`src/hw/rtl/lft_pkg.sv`:
```
// ----------------------------------------------------------------------------
// lft_pkg
// Constants, types and character helpers for the line editor field tokenizer.
// ----------------------------------------------------------------------------
package lft_pkg;

  // Sizing
  localparam int LINE_CHARS  = 80;
  localparam int FIELD_LIMIT = 5;
  localparam int CNT_W  = $clog2(LINE_CHARS + 1);
  localparam int ADDR_W = $clog2(LINE_CHARS);
  localparam int FCNT_W = $clog2(FIELD_LIMIT + 1);
  localparam int FLD_W  = (FIELD_LIMIT > 1) ? $clog2(FIELD_LIMIT) : 1;

  // Record field widths
  localparam int IDX_W  = 3;
  localparam int POS_W  = 7;
  localparam int CNTO_W = 3;

  // Character codes
  localparam logic [7:0] CH_BS    = 8'd8;
  localparam logic [7:0] CH_DEL   = 8'd127;
  localparam logic [7:0] CH_CR    = 8'd13;
  localparam logic [7:0] CH_SPACE = 8'd32;
  localparam logic [7:0] CH_AMP   = 8'h26;

  // Controller to datapath
  typedef struct packed {
    logic accept;  // input transfer this cycle
    logic rd;      // read next stored character
    logic load;    // load next record into output register
  } lft_cmd_t;

  // Datapath to controller
  typedef struct packed {
    logic line_done;  // accepted character ends the line
    logic rd_more;    // characters remain to be read
    logic out_free;   // output register can take a record
    logic last_rec;   // current record is the final one
  } lft_sts_t;

  function automatic logic is_letter(input logic [7:0] c);
    return (c >= 8'h61) && (c <= 8'h7a);
  endfunction

  function automatic logic is_digit(input logic [7:0] c);
    return (c >= 8'h30) && (c <= 8'h39);
  endfunction

  function automatic logic [7:0] to_lower(input logic [7:0] c);
    return ((c >= 8'h41) && (c <= 8'h5a)) ? c + 8'd32 : c;
  endfunction

endpackage

```
`src/hw/rtl/lft_datapath.sv`:
```
// ----------------------------------------------------------------------------
// lft_datapath
// Line store, edit counter, field scan and record output register.
// ----------------------------------------------------------------------------
module lft_datapath (
  input  logic                     clk,
  input  logic                     rst,
  input  logic [7:0]               rx_char,
  input  lft_pkg::lft_cmd_t        cmd,
  output lft_pkg::lft_sts_t        sts,
  input  logic                     rec_stall,
  output logic                     rec_valid,
  output logic [lft_pkg::IDX_W-1:0]  field_index,
  output logic [lft_pkg::POS_W-1:0]  field_position,
  output logic                     field_type,
  output logic [lft_pkg::CNTO_W-1:0] field_count,
  output logic [lft_pkg::POS_W-1:0]  line_length,
  output logic                     no_fields,
  output logic                     last
);

  logic [7:0]                  line_store [lft_pkg::LINE_CHARS];
  logic [7:0]                  rd_data;
  logic [lft_pkg::CNT_W-1:0]   char_count;
  logic [lft_pkg::CNT_W-1:0]   line_len;
  logic [lft_pkg::CNT_W-1:0]   rd_pos;
  logic [lft_pkg::CNT_W-1:0]   data_pos;
  logic                        data_vld;
  logic                        prev_alnum;
  logic [lft_pkg::FCNT_W-1:0]  found;
  logic [lft_pkg::FCNT_W-1:0]  emit_k;
  logic [lft_pkg::CNT_W-1:0]   start_tab [lft_pkg::FIELD_LIMIT];
  logic                        type_tab  [lft_pkg::FIELD_LIMIT];

  logic is_bs, is_cr, is_prn, line_full, finish, store;
  logic d_letter, d_digit, d_amp, d_alnum, field_hit, none;
  logic line_done, rd_more, out_free, last_rec;
  logic [lft_pkg::FLD_W-1:0] kidx;

  // Decode the incoming character
  always_comb begin
    is_bs     = (rx_char == lft_pkg::CH_BS) || (rx_char == lft_pkg::CH_DEL);
    is_cr     = (rx_char == lft_pkg::CH_CR);
    is_prn    = (rx_char >= lft_pkg::CH_SPACE) && !is_bs;
    line_full = (char_count == lft_pkg::CNT_W'(lft_pkg::LINE_CHARS - 1));
    line_done = is_cr || (is_prn && line_full);
    finish    = cmd.accept && line_done;
    store     = cmd.accept && is_prn;
  end

  // Edit the character count; clear it when the line ends
  always_ff @(posedge clk) begin
    if (rst) begin
      char_count <= '0;
    end else if (finish) begin
      char_count <= '0;
    end else if (cmd.accept) begin
      if (is_bs) begin
        if (char_count != '0) char_count <= char_count - 1'b1;
      end else if (is_prn) begin
        char_count <= char_count + 1'b1;
      end
    end
  end

  // Capture the finished line length
  always_ff @(posedge clk) begin
    if (finish) begin
      line_len <= is_cr ? char_count : lft_pkg::CNT_W'(lft_pkg::LINE_CHARS);
    end
  end

  // Line store: write on edit, registered read during scan
  always_ff @(posedge clk) begin
    if (store) begin
      line_store[char_count[lft_pkg::ADDR_W-1:0]] <= lft_pkg::to_lower(rx_char);
    end
    if (cmd.rd) begin
      rd_data <= line_store[rd_pos[lft_pkg::ADDR_W-1:0]];
    end
  end

  // Advance the read pointer
  always_ff @(posedge clk) begin
    if (rst || finish) begin
      rd_pos <= '0;
    end else if (cmd.rd) begin
      rd_pos <= rd_pos + 1'b1;
    end
  end

  assign rd_more = (rd_pos < line_len);

  // Track which read data is valid and where it came from
  always_ff @(posedge clk) begin
    if (rst) begin
      data_vld <= 1'b0;
    end else begin
      data_vld <= cmd.rd;
    end
    if (cmd.rd) data_pos <= rd_pos;
  end

  // Classify the character and detect a field start
  always_comb begin
    d_letter  = lft_pkg::is_letter(rd_data);
    d_digit   = lft_pkg::is_digit(rd_data);
    d_amp     = (rd_data == lft_pkg::CH_AMP);
    d_alnum   = d_letter || d_digit;
    field_hit = data_vld &&
                ((data_pos == '0) ? d_alnum : (!prev_alnum && (d_alnum || d_amp))) &&
                (found < lft_pkg::FCNT_W'(lft_pkg::FIELD_LIMIT));
  end

  always_ff @(posedge clk) begin
    if (data_vld) prev_alnum <= d_alnum;
  end

  // Count fields found in this line
  always_ff @(posedge clk) begin
    if (rst || finish) begin
      found <= '0;
    end else if (field_hit) begin
      found <= found + 1'b1;
    end
  end

  // Record field start and type
  always_ff @(posedge clk) begin
    if (field_hit) begin
      start_tab[found[lft_pkg::FLD_W-1:0]] <= data_pos;
      type_tab[found[lft_pkg::FLD_W-1:0]]  <= d_digit;
    end
  end

  // Step through the records
  always_ff @(posedge clk) begin
    if (rst || finish) begin
      emit_k <= '0;
    end else if (cmd.load) begin
      emit_k <= emit_k + 1'b1;
    end
  end

  always_comb begin
    none     = (found == '0);
    kidx     = emit_k[lft_pkg::FLD_W-1:0];
    last_rec = none || ((emit_k + 1'b1) == found);
    out_free = !rec_valid || !rec_stall;
  end

  // Report status to the controller
  assign sts = '{line_done: line_done, rd_more: rd_more,
                 out_free: out_free, last_rec: last_rec};

  // Output register: hold while stalled
  always_ff @(posedge clk) begin
    if (rst) begin
      rec_valid <= 1'b0;
    end else if (cmd.load) begin
      rec_valid <= 1'b1;
    end else if (!rec_stall) begin
      rec_valid <= 1'b0;
    end
  end

  always_ff @(posedge clk) begin
    if (cmd.load) begin
      field_index    <= none ? '0 : lft_pkg::IDX_W'(emit_k);
      field_position <= none ? '0 : lft_pkg::POS_W'(start_tab[kidx]);
      field_type     <= !none && type_tab[kidx];
      field_count    <= lft_pkg::CNTO_W'(found);
      line_length    <= lft_pkg::POS_W'(line_len);
      no_fields      <= none;
      last           <= last_rec;
    end
  end

endmodule

```
`src/hw/rtl/lft_ctrl.sv`:
```
// ----------------------------------------------------------------------------
// lft_ctrl
// Sequencer: edit, scan the finished line, drain the read, emit records.
// ----------------------------------------------------------------------------
module lft_ctrl (
  input  logic              clk,
  input  logic              rst,
  input  logic              rx_valid,
  output logic              rx_stall,
  input  lft_pkg::lft_sts_t sts,
  output lft_pkg::lft_cmd_t cmd
);

  typedef enum logic [3:0] {
    S_IDLE  = 4'b0001,
    S_SCAN  = 4'b0010,
    S_DRAIN = 4'b0100,
    S_EMIT  = 4'b1000
  } state_t;

  state_t state, state_next;

  // Commands
  always_comb begin
    rx_stall   = (state != S_IDLE);
    cmd.accept = (state == S_IDLE) && rx_valid;
    cmd.rd     = (state == S_SCAN) && sts.rd_more;
    cmd.load   = (state == S_EMIT) && sts.out_free;
  end

  // Next state
  always_comb begin
    state_next = state;
    unique case (state)
      S_IDLE: begin
        if (cmd.accept && sts.line_done) state_next = S_SCAN;
      end
      S_SCAN: begin
        if (!sts.rd_more) state_next = S_DRAIN;
      end
      S_DRAIN: begin
        state_next = S_EMIT;
      end
      S_EMIT: begin
        if (cmd.load && sts.last_rec) state_next = S_IDLE;
      end
      default: begin
        state_next = S_IDLE;
      end
    endcase
  end

  always_ff @(posedge clk) begin
    if (rst) begin
      state <= S_IDLE;
    end else begin
      state <= state_next;
    end
  end

endmodule

```
`src/hw/rtl/line_editor_field_tokenizer.sv`:
```
// ----------------------------------------------------------------------------
// line_editor_field_tokenizer
// Line editor that tokenizes each finished line into field records.
// ----------------------------------------------------------------------------
// Usage:
//   rx channel (rx_valid/rx_stall/rx_char): one character per transfer.
//   Backspace or delete drops the last stored character; codes 32 and up
//   are stored in lower case; other control codes are ignored.
//   Carriage return, or the line store filling up, ends the line.
//   rec channel (rec_valid/rec_stall): one record per field found, up to
//   the field limit, or a single no_fields record; last marks the final one.
//   Ordinary characters are taken one per cycle while rx_stall is low. A line
//   end holds rx_stall high while the scan reads the stored characters, one
//   per cycle, from the line store, drains the last read, and then loads the
//   records one at a time into the output register.
//   The output register parts the sides: after the last record is loaded,
//   characters are taken again while it waits. A stalled receiver holds
//   the record steady and delays the next one.
//   Reset clears counts and handshakes; store contents stay undefined.
// ----------------------------------------------------------------------------
module line_editor_field_tokenizer (
  input  logic                        clk,
  input  logic                        rst,
  input  logic                        rx_valid,
  output logic                        rx_stall,
  input  logic [7:0]                  rx_char,
  output logic                        rec_valid,
  input  logic                        rec_stall,
  output logic [lft_pkg::IDX_W-1:0]   field_index,
  output logic [lft_pkg::POS_W-1:0]   field_position,
  output logic                        field_type,
  output logic [lft_pkg::CNTO_W-1:0]  field_count,
  output logic [lft_pkg::POS_W-1:0]   line_length,
  output logic                        no_fields,
  output logic                        last
);

  lft_pkg::lft_cmd_t cmd;
  lft_pkg::lft_sts_t sts;

  // Sequencer
  lft_ctrl u_ctrl (
    .clk      (clk),
    .rst      (rst),
    .rx_valid (rx_valid),
    .rx_stall (rx_stall),
    .sts      (sts),
    .cmd      (cmd)
  );

  // Store, scan and output register
  lft_datapath u_dp (
    .clk            (clk),
    .rst            (rst),
    .rx_char        (rx_char),
    .cmd            (cmd),
    .sts            (sts),
    .rec_stall      (rec_stall),
    .rec_valid      (rec_valid),
    .field_index    (field_index),
    .field_position (field_position),
    .field_type     (field_type),
    .field_count    (field_count),
    .line_length    (line_length),
    .no_fields      (no_fields),
    .last           (last)
  );

endmodule

```
`config.mk`:
```
export PLATFORM = sky130hd
export DESIGN_NAME = line_editor_field_tokenizer
export DESIGN_NICKNAME = d
export VERILOG_FILES = /design/src/hw/rtl/lft_pkg.sv /design/src/hw/rtl/lft_datapath.sv /design/src/hw/rtl/lft_ctrl.sv /design/src/hw/rtl/line_editor_field_tokenizer.sv
export SDC_FILE = /design/constraint.sdc
export NUM_CORES = 1
export LEC_CHECK = 0
export BUFFER_PORTS_ARGS = -buffer_cell sky130_fd_sc_hd__buf_4
export CORE_ASPECT_RATIO = 1.25
export CORE_MARGIN = 4
export CORE_UTILIZATION = 32
export DETAILED_ROUTE_END_ITERATION = 10
export PLACE_DENSITY = 0.5
export SYNTH_ARGS = -nofsm -noshare
export SYNTH_HDL_FRONTEND = slang
export SYNTH_SLANG_ARGS = --single-unit
```
`constraint.sdc`:
```
create_clock -name clk -period 12.95 [get_ports clk]
set_clock_uncertainty 0.2 [all_clocks]
set_input_delay 1.295 -clock clk [delete_from_list [all_inputs] [get_ports clk]]
set_output_delay 1.295 -clock clk [all_outputs]
set_load 0.01 [all_outputs]
```
# Word-level counts from Yosys, hierarchy flattened
# Memories as Yosys holds them, arrays and structs flattened. A register that Yosys moved wholly into a read port is not among the register bits.
# Cells that the tools add are included.
[word_totals] memories=3 wordCells=101 mem_bits_rw=680 ff_bits=57
[op_classes] n_eq_ne=16 reduce_logical=34 order_cmp=9 muxes=17 n_addsub=6
[memory_table] memory="u_dp.line_store" words=80 width=8 read_ports=1 rd_clocked_by_memory_dff=1 write_ports=1 line="lft_datapath.sv:22" text="logic [7:0] line_store [lft_pkg::LINE_CHARS];"
[memory_table] memory="u_dp.start_tab" words=5 width=7 read_ports=1 rd_clocked_by_memory_dff=1 write_ports=1 line="lft_datapath.sv:32" text="logic [lft_pkg::CNT_W-1:0] start_tab [lft_pkg::FIELD_LIMIT];"
[memory_table] memory="u_dp.type_tab" words=5 width=1 read_ports=1 rd_clocked_by_memory_dff=1 write_ports=1 line="lft_datapath.sv:33" text="logic type_tab [lft_pkg::FIELD_LIMIT];"
[ops] op="7-bit two-way mux" count=3
[ops] op="8-bit by 4-bit == test with 1-bit output (second input constant)" count=2
[ops] op="8-bit by 6-bit greater-or-equal comparator with 1-bit output (second input constant)" count=2
[ops] op="8-bit by 7-bit greater-or-equal comparator with 1-bit output (second input constant)" count=2
[ops] op="8-bit by 7-bit less-or-equal comparator with 1-bit output (second input constant)" count=2
[ops] op="4-bit one-hot mux with 4 select lines" count=1
[ops] op="1-bit logical AND" count=15
[ops] op="7-bit by 1-bit adder with 7-bit output (second input constant)" count=2
[ops] op="4-bit two-way mux" count=3
[ops] op="8-bit by 6-bit adder with 8-bit output (second input constant)" count=1
[ops] op="8-bit by 6-bit == test with 1-bit output (second input constant)" count=1
[ops] op="8-bit by 7-bit == test with 1-bit output (second input constant)" count=1
[ops] op="8-bit by 6-bit less-or-equal comparator with 1-bit output (second input constant)" count=1
[ops] op="8-bit two-way mux" count=1
[ops] op="7-bit == test (second input constant)" count=1
[ops] op="7-bit logical NOT" count=1
[ops] op="1-bit logical OR" count=7
[ops] op="7-bit less-than comparator" count=1
[ops] op="1-bit two-way mux" count=7
[ops] op="7-bit nonzero test" count=1
[ops] op="7-bit by 1-bit subtractor with 7-bit output (second input constant)" count=1
[ops] op="3-bit by 1-bit adder with 3-bit output (second input constant)" count=2
[ops] op="3-bit two-way mux" count=2
[ops] op="2-bit inequality test (second input constant)" count=3
[ops] op="other kinds (13)" count=19

# Logic depth before layout (Yosys ltp)
[depth] ltp_word=10 mapped_depth=11 mapped_depth_nobuf=10

# Cells and area by module
# From an unflattened synthesis, not the netlist that was laid out.
[unflattened] hier_cells=1562 hier_area_um2=29907.4
[by_module_without_submodules] module="lft_datapath" seq_area_each_um2=22301.4 area_per_inst_um2=29686.0 n_inst=1 cells_per_inst=1536
[by_module_without_submodules] module="lft_ctrl" seq_area_each_um2=80.1 area_per_inst_um2=221.5 n_inst=1 cells_per_inst=26

# Least setup slack after synthesis
# OpenSTA, ideal clock, no wires.
[synth_timing] kind="input to register" from="input rx_char[5]" to="memory u_dp.line_store[0][5], data pin" path_stages=7 n_path_buf=0 setup_slack_ns=7.843 setup_ns=0.659 arrival_ns=4.248 cell_sequence="inv_1 ha_1 nand2b_1 a21oi_1 o22ai_1 a2111oi_0 xnor2_1"
[synth_between] elab_chain_len=3 elab_cells_between_ends=5 cone_classes="1 x add/sub; 2 x order compare; 1 x mux; 1 x reduce/logical"
[synth_rtl] item="start, declared" line="line_editor_field_tokenizer.sv:26" text="input logic [7:0] rx_char,"
[synth_rtl] item="8-bit by 7-bit greater-or-equal comparator with 1-bit output or 8-bit by 7-bit less-or-equal comparator with 1-bit output (tied branches)" line="lft_pkg.sv:51" text="return ((c >= 8'h41) && (c <= 8'h5a)) ? c + 8'd32 : c;"
[synth_rtl] item="1-bit logical AND" line="lft_pkg.sv:51"
[synth_rtl] item="8-bit two-way mux *" line="lft_pkg.sv:51"
[synth_rtl] item="end, declared" line="lft_datapath.sv:22"
# Every way passes the cells marked *; elsewhere a longest branch is shown, timed or not.

# Worst setup path after layout
[layout_timing] from="register u_dp.rd_pos[1] in the netlist's numbering" to="register u_dp.rd_data[3] (read register of u_dp.line_store), data pin"
[layout_between] elab_chain_len=2
[layout_rtl] item="start, declared" line="lft_datapath.sv:26" text="logic [lft_pkg::CNT_W-1:0] rd_pos;"
[layout_rtl] item="start signal, assigned" line="lft_datapath.sv:88" text="rd_pos <= rd_pos + 1'b1;"
[layout_rtl] item="7-bit less-than comparator" line="lft_datapath.sv:92" text="assign rd_more = (rd_pos < line_len);"
[layout_rtl] item="1-bit logical AND" line="lft_ctrl.sv:27" text="cmd.rd = (state == S_SCAN) && sts.rd_more;"
[layout_rtl] item="end, declared" line="lft_datapath.sv:23" text="logic [7:0] rd_data;"
# Parallel ways exist; a longest one is shown, timed or not.
# A chain may end at the register's enable or synchronous reset.

==> flow_summary.html <==
<table>
<tr><th>Metric</th><th>Value</th></tr>
<tr><th colspan="2">Route</th></tr>
<tr><td>Routed vias</td><td>14800</td></tr>
<tr><td>Final routed wirelength across all metal layers</td><td>75400 um</td></tr>
<tr><td>Residual DRC</td><td>0</td></tr>
<tr><td>Detailed-route wire length per cell</td><td>26.0 um</td></tr>
<tr><td>Antenna viol nets, final</td><td>0</td></tr>
<tr><td>Via density</td><td>5.12</td></tr>
<tr><td>First-iteration detailed-routing DRC count</td><td>1277</td></tr>
<tr><td>Pre-antenna DRT Iters</td><td>5</td></tr>
<tr><th colspan="2">Timing</th></tr>
<tr><td>RSZ-0062 raised after global routing</td><td>false</td></tr>
<tr><td>Actual transition at the worst max-transition pin</td><td>1.17 ns</td></tr>
<tr><td>Maximum clock frequency</td><td>208 MHz</td></tr>
<tr><td>Relative max-transition margin</td><td>22.0%</td></tr>
<tr><td>Final count of hold timing violations</td><td>0</td></tr>
<tr><td>Time the final worst path needs with I/O delays and setup</td><td>4.80 ns</td></tr>
<tr><td>Worst slack on hold paths</td><td>0.259 ns</td></tr>
<tr><td>Final setup violating endpoints</td><td>0</td></tr>
<tr><td>Period utilisation layout</td><td>37.1%</td></tr>
<tr><td>Total Negative Setup Slacks</td><td>0 ns</td></tr>
<tr><td>Slew Limit Fails</td><td>0</td></tr>
<tr><th colspan="2">Worst hold path</th></tr>
<tr><td>Instance count along the most critical hold path</td><td>0</td></tr>
<tr><td>Type of the worst min-delay path</td><td>flop to flop</td></tr>
<tr><th colspan="2">Cells and area</th></tr>
<tr><td>Filler instances</td><td>8613</td></tr>
<tr><td>Fraction of layout instances using a drive strength above 1</td><td>19.5%</td></tr>
<tr><td>Number of antenna diodes</td><td>0</td></tr>
<tr><td>Final non-filler cell total</td><td>2901</td></tr>
<tr><td>Net total in the final layout</td><td>1666</td></tr>
<tr><td>Cell area after layout</td><td>0.0339 mm2</td></tr>
<tr><td>Most frequent cells in the layout</td><td>726 x sky130_fd_sc_hd__edfxtp_1, 149 x sky130_fd_sc_hd__mux4_2, 142 x sky130_fd_sc_hd__nor2_1</td></tr>
<tr><td>Most common library cell in the layout ignoring fill and taps</td><td>sky130_fd_sc_hd__edfxtp_1</td></tr>
<tr><td>Layout-stage area growth over the synthesis result</td><td>13.1%</td></tr>
<tr><th colspan="2">Power</th></tr>
<tr><td>Power per cell area</td><td>144 mW/mm2</td></tr>
<tr><td>Max VDD drop</td><td>0.0000762 V</td></tr>
<tr><td>Standby leakage power</td><td>10.1 nW</td></tr>
<tr><td>Power Total</td><td>0.00487 W</td></tr>
<tr><th colspan="2">Floorplan</th></tr>
<tr><td>Top-Level Pins</td><td>37</td></tr>
<tr><td>CORE AREA</td><td>0.0929 mm2</td></tr>
<tr><td>Cell Rows</td><td>125</td></tr>
<tr><td>Die Width</td><td>282 um</td></tr>
<tr><td>Die Ht</td><td>350 um</td></tr>
<tr><td>Die ar.</td><td>0.0986 mm2</td></tr>
<tr><td>Initial standard-cell utilization of the core</td><td>32.2%</td></tr>
<tr><th colspan="2">Logic synthesis</th></tr>
<tr><td>Number of nets produced by synthesis</td><td>1603</td></tr>
<tr><td>Synthesized cell area</td><td>0.0299 mm2</td></tr>
<tr><td>Number of unique standard cell types used by synthesis</td><td>67</td></tr>
<tr><td>Fraction of synthesized cell area taken by the top area cell type</td><td>72.8%</td></tr>
<tr><td>Mean instance size in the synthesized netlist</td><td>19.0 um2</td></tr>
<tr><td>Yosys synthesis warning count</td><td>0</td></tr>
<tr><td>Async set-reset flop share out of synthesis</td><td>0%</td></tr>
<tr><td>Cells after Synth</td><td>1573</td></tr>
<tr><td>Part of the Yosys area used for sequential elements</td><td>74.7%</td></tr>
<tr><td>Count of state elements after synthesis</td><td>755</td></tr>
<tr><td>Primary FF master, synth</td><td>sky130_fd_sc_hd__edfxtp_1</td></tr>
<tr><td>Number of flops mapped to enable cells by yosys</td><td>726</td></tr>
<tr><td>Largest cells by area after synthesis</td><td>sky130_fd_sc_hd__edfxtp_1 73%, sky130_fd_sc_hd__mux4_2 11%, sky130_fd_sc_hd__mux2i_1 2.9%</td></tr>
<tr><td>Cell taking the most area after synthesis</td><td>sky130_fd_sc_hd__edfxtp_1</td></tr>
<tr><th colspan="2">Clocking</th></tr>
<tr><td>Count of buffers added by post-CTS timing repair for setup</td><td>0</td></tr>
<tr><td>H-tree depth</td><td>3</td></tr>
<tr><td>Post-CTS resize count</td><td>0</td></tr>
<tr><td>Clock root buffer</td><td>sky130_fd_sc_hd__clkbuf_16</td></tr>
<tr><td># clock sinks</td><td>755</td></tr>
<tr><td>Hold buffer count at cts</td><td>0</td></tr>
<tr><td>Skew-Pair Late Insertion Delay</td><td>0.62 ns</td></tr>
<tr><td>Clock slew at reported path FFs</td><td>0.06 ns</td></tr>
<tr><td>Clock buffer count from CTS</td><td>73</td></tr>
<tr><td>Clock tree from TritonCTS</td><td>done</td></tr>
<tr><td>Worst-case clock buffer depth</td><td>3</td></tr>
<tr><th colspan="2">Worst setup path</th></tr>
<tr><td>Count of cells along the worst register-to-register path</td><td>8</td></tr>
<tr><td>Critical Setup Path Class</td><td>flop to flop</td></tr>
<tr><td>Data arrival time of the worst path</td><td>4.94 ns</td></tr>
<tr><td>Endpoint required time on the critical path</td><td>13.09 ns</td></tr>
<tr><td>Critical path peak fanout</td><td>55</td></tr>
<tr><td>Critical path endpoint category</td><td>flop</td></tr>
<tr><td>Reg2Reg Setup Slack</td><td>8.15 ns</td></tr>
<tr><td>Critical path startpoint category</td><td>flop</td></tr>
<tr><th colspan="2">Place</th></tr>
<tr><td>Instance area at placement</td><td>0.0316 mm2</td></tr>
<tr><td>Placed Cells incl. Taps</td><td>2767</td></tr>
<tr><td>GP Congestion</td><td>0.826</td></tr>
<tr><td>Detail Placement HPWL</td><td>46700 um</td></tr>
<tr><td>Number of buffer cells added on primary ports</td><td>36</td></tr>
<tr><th colspan="2">Global routing</th></tr>
<tr><td>Vias in the first global route</td><td>15400</td></tr>
<tr><td>Initial antenna violation count</td><td>4</td></tr>
<tr><td>Total track usage</td><td>15.3%</td></tr>
<tr><td>Global route overflow</td><td>0</td></tr>
<tr><td>Maximum number of pins on one net before global-route repair</td><td>86</td></tr>
<tr><td>First-pass GRT wire length</td><td>110000 um</td></tr>
<tr><th colspan="2">Status</th></tr>
<tr><td>Run status</td><td>finished clean</td></tr>
<tr><th colspan="2">Job</th></tr>
<tr><td>Maxcap violations</td><td>0</td></tr>
</table>
-- worst paths after layout --
path                         start                  end
setup / recovery    u_dp.rd_pos[1]      u_dp.rd_data[3]
hold / removal    u_dp.line_len[4]  u_dp.line_length[4]
setup reg to reg    u_dp.rd_pos[1]      u_dp.rd_data[3]
hold reg to reg   u_dp.line_len[4]  u_dp.line_length[4]
-- cells in the mapped netlist, drive strengths merged, types with 3 or more instances --
master and instances:
a221oi 5, a2111oi 14, nor2b 16, xnor2 12, nand3b 11, and3 4
nor4b 3, a22oi 11, ha 17, nand3 13, mux4 149, o22ai 4
o32ai 3, mux2i 88, clkbuf 21, a211oi 7, nor4 11, nand2 41
edfxtp 726, and2 8, a211o 4, buf 53, a31oi 3, or3 8
o21ai 26, a22o 4, nand2b 9, dfxtp 29, a21o 3, nor3 17
xor2 6, inv 26, nand4 3, mux2 4, a21oi 43, nor2 142
-- report_power, final --
part,internal [W],leakage (nW),total (W),switching [W]
clock,0.00119,1.12,0.00210,0.000905
sequential,0.00268,6.76,0.00269,0.00000366
combinational,0.0000161,2.25,0.0000905,0.0000744
-- sequential cells by signal (all words and copies together), names as in the netlist, 4 cells and up, named ones only --
register,count
u_dp.type_tab,5
u_dp.rd_pos,7
u_dp.line_length,7
u_dp.line_len,7
u_dp.data_pos,7
u_dp.line_store,640
u_dp.field_position,7
u_dp.start_tab,35
u_dp.rd_data,8
u_ctrl.state,4
u_dp.char_count,7
-- cell type report --
type	count	area [um2]	area share [%]
clock buffer	97	2000	5.91
clock inverter	37	320	0.945
inverter	27	101	0.299
multi-input combinational	717	7090	20.9
sequential	755	22400	66.1
tap	1206	1510	4.45
timing repair buffer	62	465	1.37
-- worst max-delay path, stage by stage (launching register included) --
cell and delay (ns):
sky130_fd_sc_hd__dfxtp_4 0.81, sky130_fd_sc_hd__buf_4 0.82, sky130_fd_sc_hd__buf_4 0.75, sky130_fd_sc_hd__mux4_2 0.66, sky130_fd_sc_hd__mux4_2 0.47, sky130_fd_sc_hd__nor3_1 0.19, sky130_fd_sc_hd__a21oi_1 0.07, sky130_fd_sc_hd__a21oi_1 0.26
sky130_fd_sc_hd__a21oi_1 0.14
-- routing by layer --
| layer | track usage, % | routed length [um] |
|---|---|---|
| met5 | 0 | 0 |
| met4 | 5.04 | 2160 |
| met3 | 2.27 | 3370 |
| met2 | 26.1 | 37800 |
| met1 | 20.3 | 32000 |
-- kinds of logic (layout without fill, tap and decap cells) --
logic type / after synthesis / in the layout / share of synthesized area (%)
flops: 755 / 755 / 74.7
simple gates: 292 / 292 / 4.63
mux: 241 / 241 / 14.3
compound gates: 148 / 148 / 3.35
buf+inv: 101 / 223 / 1.68
fa+ha+maj: 18 / 18 / 0.777
xor+xnor: 18 / 18 / 0.526
-- metrics by stage --
stage	util, %	worst slack (ns)
3_5_place_dp	34.0	7.82
2_1_floorplan	-	7.84
4_1_cts	36.5	8.09
5_1_grt	36.5	7.95
3_3_place_gp	34.0	7.82
6_report	36.5	8.15
No activity file was read; power rests on OpenSTA's default activity.
